--- src/atilt_pkg.sv ---
// ============================================================================
// atilt_pkg
// Shared widths, sideband types and the arctangent table for the tilt pipeline.
// ============================================================================
`default_nettype none

package atilt_pkg;

	localparam int NW       = 31;          // normalized magnitude bits
	localparam int SW       = 2 * NW + 1;  // sum of two squares
	localparam int RTW      = 32;          // square root bits
	localparam int SQ_STEPS = 32;          // root bits resolved, one per stage
	localparam int GUARD    = 24;          // cordic guard bits
	localparam int CW       = 60;          // cordic x / y width, signed
	localparam int STEPS    = 34;          // cordic micro-rotations
	localparam int ANGLE_Q  = 34;          // angle fraction bits, radians
	localparam int ACC_W    = 37;          // angle accumulator, signed
	localparam int DEG_Q    = 24;          // fraction bits of the degree scale
	localparam int TILT_W   = 16;

	localparam logic [29:0] DEG_PER_RAD = 30'd961263669;  // 180/pi, q24

	typedef logic [NW-1:0] mag_t;
	typedef mag_t [2:0] mag3_t;

	typedef struct packed {
		logic [2:0] neg;
		logic       zero;
	} flags_t;

	// atan(2^-i) in radians, 34 fraction bits, rounded
	function automatic logic [ACC_W-1:0] atan_entry(input int i);
		logic [ACC_W-1:0] e;
		unique case (i)
			1:       e = 37'd7965405270;
			2:       e = 37'd4208701385;
			3:       e = 37'd2136402539;
			4:       e = 37'd1072346990;
			5:       e = 37'd536696252;
			6:       e = 37'd268413614;
			7:       e = 37'd134214997;
			8:       e = 37'd67108523;
			9:       e = 37'd33554389;
			10:      e = 37'd16777211;
			11:      e = 37'd8388607;
			default: e = ACC_W'(64'd1 << (ANGLE_Q - i));
		endcase
		return e;
	endfunction

endpackage

`default_nettype wire

--- src/atilt_scale.sv ---
// ============================================================================
// atilt_scale
// Radians to rounded degrees, octant fold, sign and saturation; holds the result.
// ============================================================================
`default_nettype none

module atilt_scale #(
	parameter int ANGLE_FRAC_BITS = 8
) (
	input  wire logic                                   clk,
	input  wire logic                                   arst_n,
	input  wire logic                                   en,
	input  wire logic                                   in_vld,
	input  wire logic signed [2:0][atilt_pkg::ACC_W-1:0] acc,
	input  wire logic [2:0]                             swp,
	input  wire atilt_pkg::flags_t                      flags,
	output logic                                        out_vld,
	output logic signed [2:0][atilt_pkg::TILT_W-1:0]    tilt,
	output logic [2:0]                                  mask
);

	localparam int AMW  = atilt_pkg::ANGLE_Q + 1;        // clamped angle
	localparam int LOW  = 18;
	localparam int HIW  = AMW - LOW;
	localparam int KW   = 30;
	localparam int PW   = AMW + KW;
	localparam int SH   = atilt_pkg::ANGLE_Q + atilt_pkg::DEG_Q - ANGLE_FRAC_BITS;
	localparam int RW   = PW + 1 - SH;
	localparam logic [RW-1:0] RIGHT = RW'(90 << ANGLE_FRAC_BITS);
	localparam int TMAX = (1 << (atilt_pkg::TILT_W - 1)) - 1;

	logic                               vld_s1, vld_s2, vld_s3;
	logic [2:0][LOW+KW-1:0]             pl_s1;
	logic [2:0][HIW+KW-1:0]             ph_s1;
	logic [2:0]                         swp_s1, swp_s2;
	atilt_pkg::flags_t                  flg_s1, flg_s2;
	logic [2:0][RW-1:0]                 r_s2;
	logic signed [2:0][atilt_pkg::TILT_W-1:0] tilt_s3;
	logic [2:0]                         mask_s3;

	logic [2:0][AMW-1:0]                a_c;
	logic [2:0][PW:0]                   sum_c;
	logic [2:0][RW-1:0]                 fold_c;
	logic signed [2:0][31:0]            sv_c;
	logic signed [2:0][atilt_pkg::TILT_W-1:0] sat_c;

	always_comb begin
		for (int l = 0; l < 3; l++) begin
			a_c[l] = acc[l][atilt_pkg::ACC_W-1] ? '0 : acc[l][AMW-1:0];
		end
	end

	always_comb begin
		for (int l = 0; l < 3; l++) begin
			sum_c[l] = ((PW+1)'(ph_s1[l]) << LOW) + (PW+1)'(pl_s1[l])
				+ ((PW+1)'(1) << (SH - 1));
		end
	end

	// fold back the swapped octant, apply sign, clip to the output range
	always_comb begin
		for (int l = 0; l < 3; l++) begin
			fold_c[l] = swp_s2[l] ? (RIGHT - r_s2[l]) : r_s2[l];
			sv_c[l]   = flg_s2.neg[l] ? -$signed(32'(fold_c[l])) : $signed(32'(fold_c[l]));
			if ($signed(sv_c[l]) > 32'sd0 + TMAX) begin
				sat_c[l] = atilt_pkg::TILT_W'(TMAX);
			end else if ($signed(sv_c[l]) < -32'sd1 - TMAX) begin
				sat_c[l] = atilt_pkg::TILT_W'(-1 - TMAX);
			end else begin
				sat_c[l] = sv_c[l][atilt_pkg::TILT_W-1:0];
			end
		end
	end

	always_ff @(posedge clk or negedge arst_n) begin
		if (!arst_n) begin
			vld_s1 <= 1'b0;
			vld_s2 <= 1'b0;
			vld_s3 <= 1'b0;
		end else if (en) begin
			vld_s1 <= in_vld;
			vld_s2 <= vld_s1;
			vld_s3 <= vld_s2;
		end
	end

	always_ff @(posedge clk) begin
		if (en) begin
			for (int l = 0; l < 3; l++) begin
				pl_s1[l] <= (LOW+KW)'(a_c[l][LOW-1:0]) * (LOW+KW)'(atilt_pkg::DEG_PER_RAD);
				ph_s1[l] <= (HIW+KW)'(a_c[l][AMW-1:LOW]) * (HIW+KW)'(atilt_pkg::DEG_PER_RAD);
				r_s2[l]  <= RW'(sum_c[l] >> SH);
			end
			swp_s1  <= swp;
			flg_s1  <= flags;
			swp_s2  <= swp_s1;
			flg_s2  <= flg_s1;
			tilt_s3 <= flg_s2.zero ? '0 : sat_c;
			mask_s3 <= flg_s2.zero ? 3'b111 : 3'b000;
		end
	end

	assign out_vld = vld_s3;
	assign tilt    = tilt_s3;
	assign mask    = mask_s3;

endmodule

`default_nettype wire

--- config.mk ---
export PLATFORM = sky130hd
export DESIGN_NAME = atilt_scale
export DESIGN_NICKNAME = d
export VERILOG_FILES = /design/src/atilt_pkg.sv /design/src/atilt_scale.sv
export SDC_FILE = /design/constraint.sdc
export NUM_CORES = 2
export LEC_CHECK = 0
export BUFFER_PORTS_ARGS = -buffer_cell sky130_fd_sc_hd__buf_2
export CELL_PAD_IN_SITES_DETAIL_PLACEMENT = 1
export CELL_PAD_IN_SITES_GLOBAL_PLACEMENT = 1
export CORE_MARGIN = 5
export CORE_UTILIZATION = 53
export DETAILED_ROUTE_END_ITERATION = 16
export PLACE_DENSITY_LB_ADDON = 0.1
export SYNTH_ARGS = -nofsm -noshare
export SYNTH_HDL_FRONTEND = slang
export SYNTH_SLANG_ARGS = --single-unit
--- constraint.sdc ---
create_clock -name clk -period 4 [get_ports clk]
set_clock_uncertainty 0.1 [all_clocks]
set_input_delay 0 -clock clk [delete_from_list [all_inputs] [get_ports clk]]
set_output_delay 0 -clock clk [all_outputs]
set_load 0.1 [all_outputs]
==> flow_metrics.tcl, run 1 <==
set metrics [dict create \
    outcome "stopped before the end" \
    haltStage "global routing (5_1_grt)" \
    error "[ERROR GRT-0232] Routing congestion too high. Check the congestion heatmap in the GUI." \
    synth_area_per_cell_sq_um 10.3 \
    htreeDepth 2 \
    grtUsageTotal_pct 73.9 \
    ios 174 \
    start_util_pct 53.2 \
    syn_nets 8859 \
    cts.sinks 345 \
    grt_overflow_total 306 \
    clockBufferDepth 3 \
    rows 130 \
    hpwl_mm 202 \
    root_buffer "clkbuf_16" \
    endpoint_type "sequential cell input" \
    numCtsBuffers 42 \
    dieWidth_microns 364 \
    synth_flop_cell "edfxtp_1" \
    worst_endpoint "ph_s1[46]$_DFFE_PP_/D" \
    die_height_microns 364 \
    grt_max_degree 85 \
    synth.top_cell.area_share_pct 31.6 \
    synth_seq_area_share_pct 15.6 \
    synth_edf_count 342 \
    ys_ff_latch 345 \
    dpl-instance-area_sq_um 81500 \
    synthArstFlopShare_pct 0.870 \
    synth_top_cells_by_count "1740 x inv_1, 1228 x ha_1, 1050 x fa_1" \
    synth_most_common_cell "inv_1" \
    synth.area.top_cells "fa_1 32%, ha_1 23%, edfxtp_1 15%, inv_1 9.8%, xnor2_1 3.3%" \
    io_buffers 170 \
    synth_cells 6459 \
    place_congestion 1.02 \
    antenna_found_initial 34 \
    syn_area_sq_um 66500 \
    yosys_warnings 0 \
    yosysTopAreaCell "fa_1" \
    netlist-cell-type-count 89 \
]
==> through the flow <==
step	hold WS (ns)	cells	worst slack (ns)	utilization (%)
after floorplan	-0.396	6459	-2.06	-
after global placement	-0.305	9639	-2.44	65.1
after detailed placement	-0.297	9639	-2.69	65.1
after CTS	0.0135	9832	-1.66	68.7
==> routing by layer <==
metal	global-route usage, %	GRT overflow
met1	72.2	0
met2	91.9	137
met3	56.6	15
met4	78.7	147
met5	24.5	7
==> kinds of logic after synthesis <==
kind of cell	share of synthesized area [%]
AOI/OAI and AO/OA	8.08
xor gates and xnor gates	4.60
adders and majority gates	54.7
buffers and inverters	10.2
DFF	15.6
muxes	0.177
and+or+nand+nor	6.61
==> timing repair <==
| action | CTS |
|---|---|
| hold endpoints to repair | 86 |
| gates cloned | 7 |
| pin swaps | 294 |
| setup endpoints to repair | 231 |
| resized for setup | 450 |
| setup buffers | 92 |
| hold buffers | 18 |
==> run 2: changes to the inputs <==
==> config.mk (replaced) <==
export PLATFORM = sky130hd
export DESIGN_NAME = atilt_scale
export DESIGN_NICKNAME = d
export VERILOG_FILES = /design/src/atilt_pkg.sv /design/src/atilt_scale.sv
export SDC_FILE = /design/constraint.sdc
export NUM_CORES = 2
export LEC_CHECK = 0
export BUFFER_PORTS_ARGS = -buffer_cell sky130_fd_sc_hd__buf_2
export CORE_MARGIN = 5
export CORE_UTILIZATION = 40
export DETAILED_ROUTE_END_ITERATION = 16
export PLACE_DENSITY_LB_ADDON = 0.15
export SYNTH_ARGS = -nofsm -noshare
export SYNTH_HDL_FRONTEND = slang
export SYNTH_SLANG_ARGS = --single-unit
==> flow_metrics.tcl, run 2 <==
set metrics [dict create \
    hold_class "primary input to flop" \
    dp_cells 10200 \
    syn_nets 8859 \
    finalPower_w 0.0758 \
    die_height_microns 418 \
    swShare_pct 44.5 \
    sequentialPowerShare_pct 10.8 \
    finalCritPeriodShare_pct 140 \
    path_common_cell "fa_1" \
    final_cell_mix "1595 x inv_1, 1439 x buf_4, 1061 x ha_1" \
    dpl-instance-area_sq_um 82200 \
    ff2ff_setup_slack_ns -0.02 \
    grt_overflow_total 0 \
    ant_nets 0 \
    path_max_fanout 8 \
    p_int_w 0.0420 \
    cp.required_ns 4.28 \
    synth_top_cells_by_count "1740 x inv_1, 1228 x ha_1, 1050 x fa_1" \
    synth_seq_area_share_pct 15.6 \
    power.net_switching_w 0.0337 \
    cp_top_family "adder cells" \
    final_max_slew_viol_count 0 \
    outcome "finished with violations" \
    synthArstFlopShare_pct 0.870 \
    syn_area_sq_um 66500 \
    start_kind "primary input" \
    reg2regPathDepth 15 \
    criticalPathCategory "primary input to flop" \
    layout.nets 10600 \
    hpwl_mm 170 \
    cp.depth 24 \
    critPathBufInv 6 \
    max_slew_margin_pct 39.4 \
    min_path_cells 5 \
    final_common_cell "inv_1" \
    cts.sinks 345 \
    hold_viol_final 0 \
    synth.area.top_cells "fa_1 32%, ha_1 23%, edfxtp_1 15%, inv_1 9.8%, xnor2_1 3.3%" \
    routed_wl_mm 194 \
    arrival_ns 5.89 \
    synth_flop_cell "edfxtp_1" \
    top_register "ph_s1" \
    path_clk_slew_ns 0.07 \
    fmax_mhz 178 \
    worst_pin_slew_ns 0.910 \
    grtUsageTotal_pct 22.4 \
    cts_tree "yes" \
    pwr-share-comb_pct 84.0 \
    synth_edf_count 342 \
    io_buffers 170 \
    first_pass_iters 6 \
    grt_max_degree 93 \
    setup_viol_count_final 199 \
    power_density_nw_per_um2 850 \
    synth_most_common_cell "inv_1" \
    root_buffer "clkbuf_16" \
    die-area_sq_um 174000 \
    synth_cells 6459 \
    clkPwrFrac_pct 5.2 \
    antenna_found_initial 13 \
    ios 174 \
    place_congestion 0.926 \
    via_per_inst 4.73 \
    yosys_warnings 0 \
    wl_per_cell_microns 18.5 \
    numCtsBuffers 43 \
    fp.coreArea_sq_um 165000 \
    reg_top3 "ph_s1 x141, pl_s1 x90" \
    grt_pass1_vias 54000 \
    rows 149 \
    largest_reg_flops 141 \
    grt_first_pass_wirelength_mm 304 \
    leakagePower_nw 46.0 \
    synth_area_per_cell_sq_um 10.3 \
    htreeDepth 2 \
    critPathCaptureType "flop" \
    rsz0062_at_grt "true" \
    drive_gt1_share_pct 32.2 \
    vias 49400 \
    area_growth_pct 34.0 \
    critical_path.max_stage_delay_ns 0.57 \
    violations "negative setup slack" \
    drt_iter0_markers 2075 \
    ys_ff_latch 345 \
    dieWidth_microns 418 \
    stdcell_count 10400 \
    period_minus_slack_ns 5.61 \
    drc 0 \
    insertion_delay_ns 0.60 \
    slowest_stage "fa_1" \
    yosysTopAreaCell "fa_1" \
    cap_violations 0 \
    pre_cts_ws_ns -2.53 \
    fin_area_sq_um 89100 \
    clockBufferDepth 3 \
    synth.top_cell.area_share_pct 31.6 \
    finalWorstSetupSlack_ns -1.61 \
    start_util_pct 40.3 \
    netlist-cell-type-count 89 \
    irDropWorstVdd_uv 922 \
    path_cells "buf_16 -> buf_16 -> nand2b_4 -> buf_12 -> fa_1 -> inv_2 -> ha_1 -> inv_1 -> fa_1 -> fa_1 -> fa_1 -> fa_1 -> inv_1 -> ha_1 -> a21o_1 -> a21o_1 -> a21o_1 -> or4_1 -> o221a_2 -> o21a_4 -> o22ai_4 -> o221ai_4 -> a21oi_2 -> xnor2_1" \
]
[run 2: cell counts after synthesis]
Identical to the previous run, type by type.
[run 2: tightest hold or removal path: cells and delay by family]
kind / cells / cell delay [ns]
buf+inv: 3 / 0.37
fa+ha+maj: 1 / 0.14
simple gates: 1 / 0.09
[run 2: repair_timing]
item / 4_1_cts / 5_1_grt
hold endpoints to repair: 97 / 0
gates cloned: 7 / 0
endpoints found under the setup margin: 200 / 237
resized for setup: 468 / 405
pin swaps: 317 / 374
setup buffers: 93 / 104
hold buffers: 20 / 0
[run 2: metrics by stage]
| stage | hold slack (ns) | utilization, % | TNS [ns] |
|---|---|---|---|
| floorplan | -0.396 | - | -250.23 |
| global placement | -0.304 | 49.8 | -371.22 |
| detailed placement | -0.304 | 49.8 | -374.95 |
| CTS | 0.0126 | 52.6 | -202.48 |
| global route | 0.0344 | 53.9 | -251.99 |
| finish | 0.0441 | 54.0 | -211.01 |
[run 2: final timing paths]
check                             to  startpoint
hold / removal              ph_s1[2]     acc[20]
setup / recovery           pl_s1[47]     acc[36]
max in group asynchronous     vld_s1      arst_n
setup reg to reg            tilt[40]    r_s2[32]
hold reg to reg            flg_s2[0]   flg_s1[0]
min in group asynchronous     vld_s2      arst_n
[run 2: final cells by class]
cell class	instances	area (sq um)
clock buffers	48	1090
inverters	1740	6620
fillers	14800	76100
multi-input cells	4314	54200
clock inverters	27	304
repair buffers	1775	13800
flip-flops and latches	345	10300
well taps	2189	2740
diodes	6	15.0
[run 2: cell families (layout without fill, tap and decap cells)]
family / after synthesis / in the layout / share of synthesized area (%)
XOR/XNOR: 349 / 349 / 4.60
AND/OR/NAND/NOR: 857 / 857 / 6.61
AO/OA/AOI/OAI: 818 / 818 / 8.08
multiplexers: 11 / 11 / 0.177
other: 0 / 6 / 0
flip-flops: 345 / 345 / 15.6
buffers and inverters: 1800 / 3590 / 10.2
adder cells (fa/ha/maj): 2279 / 2279 / 54.7
[run 2: power groups by stage]
stage                     Combinational (W)  Clock (W)  Sequential [W]
final                                0.0637    0.00393         0.00816
after global routing                 0.0705    0.00422         0.00832
after CTS                            0.0598    0.00409         0.00819
after detailed placement             0.0539          0         0.00824
after global placement               0.0536          0         0.00823
after floorplan                      0.0323          0         0.00850
[run 2: routing by layer]
layer  vias up  wire [microns]  GRT usage, %
met3       198            7460          3.04
met2       670           93300          38.3
li1      24300               -             -
met1     24200           87600          30.5
met4         4            5220          5.17
met5         -              22             0
Power figures use the tool's default switching activity.
